`config.mk`:
```
export PLATFORM = sky130hd
export DESIGN_NAME = sha256_stream_hasher
export DESIGN_NICKNAME = d
export VERILOG_FILES = /design/src/design/sha256_pkg.sv /design/src/design/sha256_stream_hasher.sv
export SDC_FILE = /design/constraint.sdc
export NUM_CORES = 2
export LEC_CHECK = 0
export BUFFER_PORTS_ARGS = -buffer_cell sky130_fd_sc_hd__clkbuf_2
export CORE_MARGIN = 3
export CORE_UTILIZATION = 40
export CTS_CLUSTER_DIAMETER = 100
export DETAILED_ROUTE_END_ITERATION = 6
export GPL_TIMING_DRIVEN = 0
export PLACE_DENSITY_LB_ADDON = 0.08
export RECOVER_POWER = 100
export SLEW_MARGIN = 20
export SYNTH_ARGS = -nofsm -noshare
export SYNTH_HDL_FRONTEND = slang
export SYNTH_SLANG_ARGS = --single-unit
```
`constraint.sdc`:
```
create_clock -name i_clk -period 15.55 [get_ports i_clk]
set_clock_uncertainty 0.05 [all_clocks]
set_input_delay 2.3325 -clock i_clk [delete_from_list [all_inputs] [get_ports i_clk]]
set_output_delay 2.3325 -clock i_clk [all_outputs]
set_load 0.005 [all_outputs]
```
`src/design/sha256_pkg.sv`:
```
// shared types, constants and round functions of the sha-256 stream hasher
`default_nettype none

package sha256_pkg;

    localparam int unsigned WORD_W      = 32;
    localparam int unsigned BLOCK_WORDS = 16;
    localparam int unsigned HASH_WORDS  = 8;
    localparam int unsigned ROUNDS      = 64;
    localparam int unsigned LEN_W       = 64;

    localparam logic [7:0] PAD_BYTE   = 8'h80;
    localparam logic [5:0] LEN_START  = 6'd56;
    localparam logic [5:0] BLOCK_LAST = 6'd63;
    localparam logic [2:0] WORD_LAST  = 3'd7;

    typedef enum logic [2:0] {
        ST_IDLE,
        ST_PAD,
        ST_ROUND,
        ST_ADD,
        ST_OUT
    } t_state;

    typedef logic [WORD_W-1:0] t_word;

    localparam t_word INITIAL_HASH [HASH_WORDS] = '{
        32'h6a09e667, 32'hbb67ae85, 32'h3c6ef372, 32'ha54ff53a,
        32'h510e527f, 32'h9b05688c, 32'h1f83d9ab, 32'h5be0cd19
    };

    localparam t_word ROUND_K [ROUNDS] = '{
        32'h428a2f98, 32'h71374491, 32'hb5c0fbcf, 32'he9b5dba5,
        32'h3956c25b, 32'h59f111f1, 32'h923f82a4, 32'hab1c5ed5,
        32'hd807aa98, 32'h12835b01, 32'h243185be, 32'h550c7dc3,
        32'h72be5d74, 32'h80deb1fe, 32'h9bdc06a7, 32'hc19bf174,
        32'he49b69c1, 32'hefbe4786, 32'h0fc19dc6, 32'h240ca1cc,
        32'h2de92c6f, 32'h4a7484aa, 32'h5cb0a9dc, 32'h76f988da,
        32'h983e5152, 32'ha831c66d, 32'hb00327c8, 32'hbf597fc7,
        32'hc6e00bf3, 32'hd5a79147, 32'h06ca6351, 32'h14292967,
        32'h27b70a85, 32'h2e1b2138, 32'h4d2c6dfc, 32'h53380d13,
        32'h650a7354, 32'h766a0abb, 32'h81c2c92e, 32'h92722c85,
        32'ha2bfe8a1, 32'ha81a664b, 32'hc24b8b70, 32'hc76c51a3,
        32'hd192e819, 32'hd6990624, 32'hf40e3585, 32'h106aa070,
        32'h19a4c116, 32'h1e376c08, 32'h2748774c, 32'h34b0bcb5,
        32'h391c0cb3, 32'h4ed8aa4a, 32'h5b9cca4f, 32'h682e6ff3,
        32'h748f82ee, 32'h78a5636f, 32'h84c87814, 32'h8cc70208,
        32'h90befffa, 32'ha4506ceb, 32'hbef9a3f7, 32'hc67178f2
    };

    function automatic t_word big_sigma0(input t_word x);
        big_sigma0 = {x[1:0], x[31:2]} ^ {x[12:0], x[31:13]} ^ {x[21:0], x[31:22]};
    endfunction

    function automatic t_word big_sigma1(input t_word x);
        big_sigma1 = {x[5:0], x[31:6]} ^ {x[10:0], x[31:11]} ^ {x[24:0], x[31:25]};
    endfunction

    function automatic t_word small_sigma0(input t_word x);
        small_sigma0 = {x[6:0], x[31:7]} ^ {x[17:0], x[31:18]} ^ {3'b000, x[31:3]};
    endfunction

    function automatic t_word small_sigma1(input t_word x);
        small_sigma1 = {x[16:0], x[31:17]} ^ {x[18:0], x[31:19]} ^ {10'd0, x[31:10]};
    endfunction

endpackage

`default_nettype wire

```
`src/design/sha256_stream_hasher.sv`:
```
// top level of the sha-256 stream hasher: byte loader, padder, round unit and digest output
`default_nettype none

// SHA-256 over a byte stream. Each request on the slave side carries one
// message byte in s_axis_tdata, a byte-present flag in s_axis_tuser and an
// end-of-message mark in s_axis_tlast; a request with the flag low and the mark
// high finishes the message without adding a byte (an empty message gives the
// hash of the empty string). Bytes are shifted into a 512-bit block register at
// one per cycle while s_axis_tready is high. When 64 bytes are in, a single
// shared round unit runs the 64 compression rounds, one per cycle, with the
// message schedule computed in place in a sixteen-word window, followed by an
// add step that adds the working variables into the hash; s_axis_tready is
// low during the rounds and the add step. On the end mark the padder shifts in
// 0x80, zero fill and the 64-bit bit length one byte per cycle (over two
// blocks, and so two compressions, when 56 or more bytes were pending), then
// the eight digest words are offered on the master side, index 0 (most
// significant) first, tlast on index 7. After the last word is taken the hash
// returns to its initial value and the block accepts the next message. The
// bit length wraps modulo 2^64.
module sha256_stream_hasher
    import sha256_pkg::*;
(
    input  wire logic        i_clk,
    input  wire logic        i_rst_n,
    // slave side: message bytes
    input  wire logic        s_axis_tvalid,
    output logic             s_axis_tready,
    input  wire logic [7:0]  s_axis_tdata,   // [7:0] data_byte
    input  wire logic        s_axis_tuser,   // [0] has_byte
    input  wire logic        s_axis_tlast,   // last_byte
    // master side: digest words
    output logic             m_axis_tvalid,
    input  wire logic        m_axis_tready,
    output logic [31:0]      m_axis_tdata,   // [31:0] digest_word
    output logic [2:0]       m_axis_tuser,   // [2:0] word_index
    output logic             m_axis_tlast    // last_word
);

    t_state            r_state, n_state;
    t_word             r_hash [HASH_WORDS];
    t_word             n_hash [HASH_WORDS];
    t_word             r_v    [HASH_WORDS];    // working variables a..h
    t_word             n_v    [HASH_WORDS];
    t_word             r_w    [BLOCK_WORDS];   // block bytes, then schedule window
    t_word             n_w    [BLOCK_WORDS];
    logic [LEN_W-1:0]  r_len, n_len;
    logic [5:0]        r_pos, n_pos;           // byte position in the block
    logic [5:0]        r_rnd, n_rnd;           // round counter
    logic [2:0]        r_idx, n_idx;           // digest word on offer
    logic              r_fin, n_fin;           // message end seen
    logic              r_put80, n_put80;       // pad byte already placed
    logic              r_long, n_long;         // pad byte landed in the length field
    logic              r_lenblk, n_lenblk;     // block under compression holds the length

    // combinational helpers
    logic              in_req;
    logic              out_req;
    logic              shift_en;
    logic [7:0]        shift_byte;
    logic              is_len;
    logic [LEN_W-1:0]  len_shifted;
    t_word             t1, t2, w_new;

    assign s_axis_tready = (r_state == ST_IDLE);
    assign m_axis_tvalid = (r_state == ST_OUT);
    assign m_axis_tdata  = r_hash[r_idx];
    assign m_axis_tuser  = r_idx;
    assign m_axis_tlast  = (r_idx == WORD_LAST);

    assign in_req  = s_axis_tvalid && s_axis_tready;
    assign out_req = m_axis_tvalid && m_axis_tready;

    // length bytes go out most significant first at positions 56..63
    assign is_len      = r_put80 && !r_long && (r_pos >= LEN_START);
    assign len_shifted = r_len << {r_pos[2:0], 3'b000};

    // one round of compression and one step of the schedule
    assign t1 = r_v[7] + big_sigma1(r_v[4]) + ((r_v[4] & r_v[5]) ^ (~r_v[4] & r_v[6]))
              + ROUND_K[r_rnd] + r_w[0];
    assign t2 = big_sigma0(r_v[0])
              + ((r_v[0] & r_v[1]) ^ (r_v[0] & r_v[2]) ^ (r_v[1] & r_v[2]));
    assign w_new = small_sigma1(r_w[14]) + r_w[9] + small_sigma0(r_w[1]) + r_w[0];

    always_comb begin
        n_state  = r_state;
        n_hash   = r_hash;
        n_v      = r_v;
        n_w      = r_w;
        n_len    = r_len;
        n_pos    = r_pos;
        n_rnd    = r_rnd;
        n_idx    = r_idx;
        n_fin    = r_fin;
        n_put80  = r_put80;
        n_long   = r_long;
        n_lenblk = r_lenblk;
        shift_en   = 1'b0;
        shift_byte = s_axis_tdata;

        case (r_state)
            ST_IDLE: begin
                if (in_req) begin
                    n_fin = s_axis_tlast;
                    if (s_axis_tuser) begin
                        shift_en = 1'b1;
                        n_len    = r_len + LEN_W'(8);
                        n_pos    = r_pos + 6'd1;
                    end
                    if (s_axis_tuser && (r_pos == BLOCK_LAST)) begin
                        // block full: compress now, pad afterwards if the end came too
                        n_state  = ST_ROUND;
                        n_rnd    = '0;
                        n_v      = r_hash;
                        n_lenblk = 1'b0;
                    end else if (s_axis_tlast) begin
                        n_state = ST_PAD;
                    end
                end
            end
            ST_PAD: begin
                shift_en = 1'b1;
                if (!r_put80) begin
                    shift_byte = PAD_BYTE;
                end else if (is_len) begin
                    shift_byte = len_shifted[LEN_W-1 -: 8];
                end else begin
                    shift_byte = 8'h00;
                end
                n_put80 = 1'b1;
                if (!r_put80 && (r_pos >= LEN_START)) begin
                    n_long = 1'b1;
                end
                n_pos = r_pos + 6'd1;
                if (r_pos == BLOCK_LAST) begin
                    n_state  = ST_ROUND;
                    n_rnd    = '0;
                    n_v      = r_hash;
                    n_lenblk = is_len;
                    n_long   = 1'b0;
                end
            end
            ST_ROUND: begin
                n_v[7] = r_v[6];
                n_v[6] = r_v[5];
                n_v[5] = r_v[4];
                n_v[4] = r_v[3] + t1;
                n_v[3] = r_v[2];
                n_v[2] = r_v[1];
                n_v[1] = r_v[0];
                n_v[0] = t1 + t2;
                for (int j = 0; j < BLOCK_WORDS - 1; j++) begin
                    n_w[j] = r_w[j+1];
                end
                n_w[BLOCK_WORDS-1] = w_new;
                n_rnd = r_rnd + 6'd1;
                if (r_rnd == 6'(ROUNDS - 1)) begin
                    n_state = ST_ADD;
                end
            end
            ST_ADD: begin
                for (int i = 0; i < HASH_WORDS; i++) begin
                    n_hash[i] = r_hash[i] + r_v[i];
                end
                if (!r_fin) begin
                    n_state = ST_IDLE;
                end else if (r_lenblk) begin
                    n_state = ST_OUT;
                    n_idx   = '0;
                end else begin
                    n_state = ST_PAD;
                end
            end
            ST_OUT: begin
                if (out_req) begin
                    n_idx = r_idx + 3'd1;
                    if (r_idx == WORD_LAST) begin
                        // digest delivered: back to the initial state
                        n_state  = ST_IDLE;
                        n_hash   = INITIAL_HASH;
                        n_len    = '0;
                        n_pos    = '0;
                        n_fin    = 1'b0;
                        n_put80  = 1'b0;
                        n_long   = 1'b0;
                        n_lenblk = 1'b0;
                    end
                end
            end
            default: begin
                n_state = ST_IDLE;
            end
        endcase

        // byte shift: oldest byte ends up in the top of word 0
        if (shift_en) begin
            for (int j = 0; j < BLOCK_WORDS - 1; j++) begin
                n_w[j] = {r_w[j][23:0], r_w[j+1][31:24]};
            end
            n_w[BLOCK_WORDS-1] = {r_w[BLOCK_WORDS-1][23:0], shift_byte};
        end
    end

    always_ff @(posedge i_clk) begin
        if (!i_rst_n) begin
            r_state  <= ST_IDLE;
            r_hash   <= INITIAL_HASH;
            r_len    <= '0;
            r_pos    <= '0;
            r_rnd    <= '0;
            r_idx    <= '0;
            r_fin    <= 1'b0;
            r_put80  <= 1'b0;
            r_long   <= 1'b0;
            r_lenblk <= 1'b0;
        end else begin
            r_state  <= n_state;
            r_hash   <= n_hash;
            r_len    <= n_len;
            r_pos    <= n_pos;
            r_rnd    <= n_rnd;
            r_idx    <= n_idx;
            r_fin    <= n_fin;
            r_put80  <= n_put80;
            r_long   <= n_long;
            r_lenblk <= n_lenblk;
        end
    end

    // payload registers
    always_ff @(posedge i_clk) begin
        r_v <= n_v;
        r_w <= n_w;
    end

endmodule

`default_nettype wire

```
# Word-level counts from Yosys, hierarchy flattened
# Memories as Yosys holds them, arrays and structs flattened.
# Index checks and enable logic that the tools add are counted.
# word_totals
regBits,1110
mem_bits_ro,2048
input_bits,14
out_inout_bits,38
wordCells,190
n_memories,1
# memory_table
name,words,width,rd,rd_ports_with_merged_regs,wr,line,source
(name not given),64,32,1,0,0,sha256_stream_hasher.sv:79,+ ROUND_K[r_rnd] + r_w[0];
# op_classes
addsub,22
n_lt_le_gt_ge,3
eq_ne,18
shifts,1
mux,60
bitwise,19
reduce_logical,25
# op_table
op,n
two-way mux 256 bit,5
two-way mux 512 bit,2
one-hot mux 256 bit (3 select lines),1
adder 32 bit,18
one-hot mux 256 bit (2 select lines),1
XOR 32 bit,9
two-way mux 64 bit,4
AND 32 bit,5
two-way mux 32 bit,4
one-hot mux 64 bit (2 select lines),1
binary-select mux 32 bit (select 3 bit),1
"adder 64 x 4 -> 64 bit, second input constant",1
<< shifter 64 x 6 -> 64 bit,1
two-way mux 6 bit,7
two-way mux 3 bit,12
one-hot mux 6 bit (3 select lines),2
inverter 32 bit,1
XOR 32 x 22 -> 32 bit,1
XOR 32 x 29 -> 32 bit,1
two-way mux 8 bit,3
AND reduction 4 bit,4
one-hot mux 3 bit (5 select lines),1
"adder 6 x 1 -> 6 bit, second input constant",2
"== test 6 bit, second input constant",2
other kinds (25),59

# Depth between registers and ports, before layout
# depth
ltp_word,8
mapped_depth,40
ltp_nobuf,40

# Least setup slack after synthesis
# No wires, ideal clock.
# synth_path
path_type,input -> register
from,input port s_axis_tuser
to,"register r_w[0] (netlist name), enable pin"
setup_ns,3.632
arrival_time_ns,11.868
required_time_ns,11.868
slack_ns,0.000
stages,6
n_path_buf,3
cell_sequence,and3_1 -> clkbuf_1 -> nor2_1 -> clkbuf_1 -> clkbuf_1 -> nand2_1
# synth_via
elab_chain_len,4
# synth_lines
element,line,source
"start, declared",sha256_stream_hasher.sv:29,"input wire logic s_axis_tuser,"
two-way mux 1 bit,sha256_stream_hasher.sv:104,if (s_axis_tuser) begin
two-way mux 1 bit,sha256_stream_hasher.sv:102,if (in_req) begin
one-hot mux 1 bit (2 select lines),sha256_stream_hasher.sv:100,case (r_state)
nonzero test 2 bit (no line),--,
"end signal, assigned",sha256_stream_hasher.sv:232,r_w <= n_w;
"end, declared",sha256_stream_hasher.sv:44,t_word r_w [BLOCK_WORDS];
# No other way between the ends.
# A chain may end at the register's enable or synchronous reset.

==> Flow_metrics.wiki <==
{| class="wikitable"
! Metric !! Value
|-
| Slowest cell on the critical path || sky130_fd_sc_hd__a211oi_1
|-
| Violation count after the first detailed-route iteration || about 8100
|-
| Relative slew slack || -257.4%
|-
| Launching element type of the critical path || flip-flop
|-
| Synth top area cells || sky130_fd_sc_hd__edfxtp_1, sky130_fd_sc_hd__nand2_1, sky130_fd_sc_hd__dfxtp_1
|-
| Cell count after synthesis || about 8500
|-
| Worst hold slack || 0.4420 ns
|-
| Nets in the synthesized netlist || 9147
|-
| Buffer count from post-CTS setup fixing || 0
|-
| Dominant cell by count in the synthesized netlist || sky130_fd_sc_hd__nand2_1
|-
| Die width || roughly 440 um
|-
| Reg clk slew, reported paths || approximately 0.060 ns
|-
| Number of setup violations in the final report || 0
|-
| Post-synth top cells || sky130_fd_sc_hd__nand2_1, sky130_fd_sc_hd__edfxtp_1, sky130_fd_sc_hd__o21ai_0, sky130_fd_sc_hd__inv_1, sky130_fd_sc_hd__clkbuf_1
|-
| Effective utilization at floorplan || between 40% and 50%
|-
| Final setup margin || between 3 and 4 ns
|-
| DRC violations left || 0
|-
| Top Family by Delay on Critical Path || compound AO/OA/AOI/OAI gates
|-
| Total number of clock tree sinks || roughly 1100
|-
| Top-area cell type share of the netlist area || just over 30%
|-
| RSZ-0062 raised after global routing || no
|-
| Remaining global-route overflow || 0
|-
| Die Y || ~440 um
|-
| Cts hold-fix bufs || 0
|-
| Largest area contributor in the synthesized netlist || sky130_fd_sc_hd__edfxtp_1
|-
| Area share of xor/xnor cells in the synthesized design || slightly above 7%
|-
| Wire length of the first global-routing pass || about 440 mm
|-
| Worst Max-Slew Pin Slew || 5.361 ns
|-
| Die area || about 190000 um^2
|-
| Buffers from clock root to sink, at most || 3
|-
| Hold crit path type || reg -> reg
|-
| Hold Fails Final Rpt || 0
|-
| Detailed-route via count || roughly 65000
|-
| Post-detailed-route via-to-cell ratio || 5.768
|-
| Run status || finished, violations left
|-
| Via count of the first global-routing pass || approximately 61000
|-
| Number of antenna-violating nets in the routed design || 0
|-
| Detailed-placement wirelength estimate || roughly 250 mm
|-
| Fraction of synthesized area in multiplexers || 3.901%
|-
| Upper clock frequency limit || between 80 and 90 MHz
|-
| Share of flip-flops with an asynchronous set or reset || 0%
|-
| WP data required || about 16 ns
|-
| Dominant register cell in the synthesized netlist || sky130_fd_sc_hd__edfxtp_1
|-
| Unique masters post-synth || 90
|-
| Biggest fanout along the worst timing path || 16
|-
| Worst slack at placement || 4.297 ns
|-
| Post-route clock period utilization || 76.12%
|-
| Largest family of logic cells by synthesized area || simple AND/OR/NAND/NOR gates
|-
| Kind of critical path || reg -> reg
|-
| H-tree levels || 4
|-
| Inserted Clock Buffers || about 140
|-
| Clock latency on the worst-skew pair || a little over 0.8 ns
|-
| Post-synthesis share of cell area spent on full adders, half adders and majority gates || 11.90%
|-
| Portion of the post-synthesis area used by sequential elements || 39.55%
|-
| Largest net degree at the start of global routing || 90
|-
| Netlist area before placement || between 70000 and 80000 um^2
|-
| Top-Level Pins || 52
|-
| Compound-Gate Fraction of Synth Area || around 14%
|-
| Failing checks || capacitance limit, slew limit
|-
| Number of antenna violations at the first check in global routing || 24
|-
| Area growth, synth to finish || 10.78%
|-
| CTS resizes || 0
|-
| FF+latch count, synth || 1107
|-
| Pins Over Slew Limit || between 700 and 800
|-
| TritonCTS clock tree || yes
|-
| Overall fraction of global-route tracks in use || a little under a third
|-
| Placement row count || about 160
|-
| Iteration count of the initial detailed-routing pass || 7
|-
| Crit end category || flip-flop
|-
| Crit path buf inv count || 5
|-
| Final layout net count || ~9400
|-
| CP max stage delay || approximately 1.3 ns
|-
| Arrival time at the worst endpoint || roughly 12 ns
|-
| Maximum Capacitance Violations || 22
|-
| Fraction of the mapped netlist area in simple logic gates || about 18%
|-
| Min cycle time layout || around 12 ns
|-
| Count of flip-flops with a built-in enable after synthesis || ~770
|-
| Share of cells above drive strength 1 || 5.045%
|-
| Average footprint of a synthesized cell || around 9 um^2
|-
| Core area || between 150000 and 200000 um^2
|-
| Number of port buffers || 51
|-
| Clock tree root driver cell || sky130_fd_sc_hd__clkbuf_16
|-
| Last weighted congestion value of the routability-driven placer || ~1.0
|-
| Routed wire per std cell || between 20 and 30 um
|-
| Post-Route WL || 314.4 mm
|-
| Setup total negative slack || 0 ns
|-
| Number of warning messages in the yosys log || 0
|}
-- metal layers --
metal  vias up  track usage [%]  routed length (um)
li1      29722                -                   -
met5         -                0                   0
met1     32230            47.29              144700
met4         0            10.44               11240
met2      3047            45.28              129400
met3       480            6.849               29140
-- state kept, by name, indices dropped and copies added, names as in the netlist --
register      count
m_axis_tuser      3
r_fin             1
r_hash          256
r_len            61
r_lenblk          1
r_long            1
r_pos             6
r_put80           1
r_rnd             6
r_state           3
r_v             256
r_w             512
-- worst paths after layout --
| kind | endpoint | slack [ns] | startpoint | cells after the start |
|---|---|---|---|---|
| min | r_fin$_SDFFE_PN0P_ | 0.44 | r_fin$_SDFFE_PN0P_ | 2 |
| max reg2reg | r_v[254]$_DFFE_PP_ | 3.71 | r_rnd[0]$_SDFFE_PN0P_ | 33 |
| max | r_v[254]$_DFFE_PP_ | 3.71 | r_rnd[0]$_SDFFE_PN0P_ | 33 |
| min reg2reg | r_fin$_SDFFE_PN0P_ | 0.44 | r_fin$_SDFFE_PN0P_ | 2 |
-- final cells by class --
class | instances | area, um^2
fillers | 18477 | 102800
multi-input cells | 6443 | 41920
flip-flops and latches | 1107 | 29850
clock buffers | 200 | 3880
well taps | 2480 | 3103
inverters | 513 | 1927
plain buffers | 473 | 1810
clock inverters | 51 | 631.9
repair buffers | 73 | 473.0
diodes | 12 | 30.03
-- cells in the final DEF (no fill, tap or decap), types with 22 or more instances in the layout --
cell type                   count
sky130_fd_sc_hd__a211oi_1      41
sky130_fd_sc_hd__o21ai_0      527
sky130_fd_sc_hd__inv_1        508
sky130_fd_sc_hd__mux2i_1       22
sky130_fd_sc_hd__o211ai_1      36
sky130_fd_sc_hd__nor2b_1       95
sky130_fd_sc_hd__a31oi_1       41
sky130_fd_sc_hd__o22ai_1       67
sky130_fd_sc_hd__mux2_1        28
sky130_fd_sc_hd__or3_1         44
sky130_fd_sc_hd__a21o_1       190
sky130_fd_sc_hd__dfxtp_1      339
sky130_fd_sc_hd__nor2_1       373
sky130_fd_sc_hd__o31ai_1       23
sky130_fd_sc_hd__a22oi_1       33
sky130_fd_sc_hd__and2_1        25
sky130_fd_sc_hd__nand3_1      126
sky130_fd_sc_hd__mux4_2        85
sky130_fd_sc_hd__nor3_1       110
sky130_fd_sc_hd__o21bai_1      44
sky130_fd_sc_hd__nand4_1       35
sky130_fd_sc_hd__mux2_2        43
sky130_fd_sc_hd__clkbuf_16    141
sky130_fd_sc_hd__xnor2_1      343
sky130_fd_sc_hd__o21a_1        60
sky130_fd_sc_hd__and3_1        52
sky130_fd_sc_hd__edfxtp_1     768
sky130_fd_sc_hd__clkbuf_1     474
sky130_fd_sc_hd__nand2_1     2331
sky130_fd_sc_hd__ha_1         400
sky130_fd_sc_hd__xor2_1       274
sky130_fd_sc_hd__nand2b_1      61
sky130_fd_sc_hd__buf_1         34
sky130_fd_sc_hd__a21boi_0      32
sky130_fd_sc_hd__a21oi_1      409
sky130_fd_sc_hd__clkbuf_2      70
sky130_fd_sc_hd__fa_1         197
-- worst reg2reg max path, delay by kind of cell, from the launching register on --
family / cells / cell delay (ns)
AOI/OAI and AO/OA: 16 / 4.99
xor gates and xnor gates: 2 / 0.88
adders and majority gates: 6 / 2.61
buffers and inverters: 5 / 1.71
DFF: 1 / 0.63
and+or+nand+nor: 4 / 0.73
-- stage by stage --
stage | area, um^2 | utilization, % | cells
2_1_floorplan | 75480 | - | 8536
5_1_grt | 83590 | 44.84 | 11340
6_report | 83620 | 44.85 | 11352
3_5_place_dp | 79400 | 42.59 | 11088
3_3_place_gp | 78840 | 42.29 | 11067
4_1_cts | 83910 | 45.01 | 11339
-- kinds of logic after synthesis --
logic type,count (synthesis)
simple gates,3342
compound gates,1704
flops,1107
buf+inv,986
xor+xnor,618
fa+ha+maj,600
mux,179
Power is not shown: default switching activity piles up to over one toggle a cycle in this logic, so the estimate is an artifact.
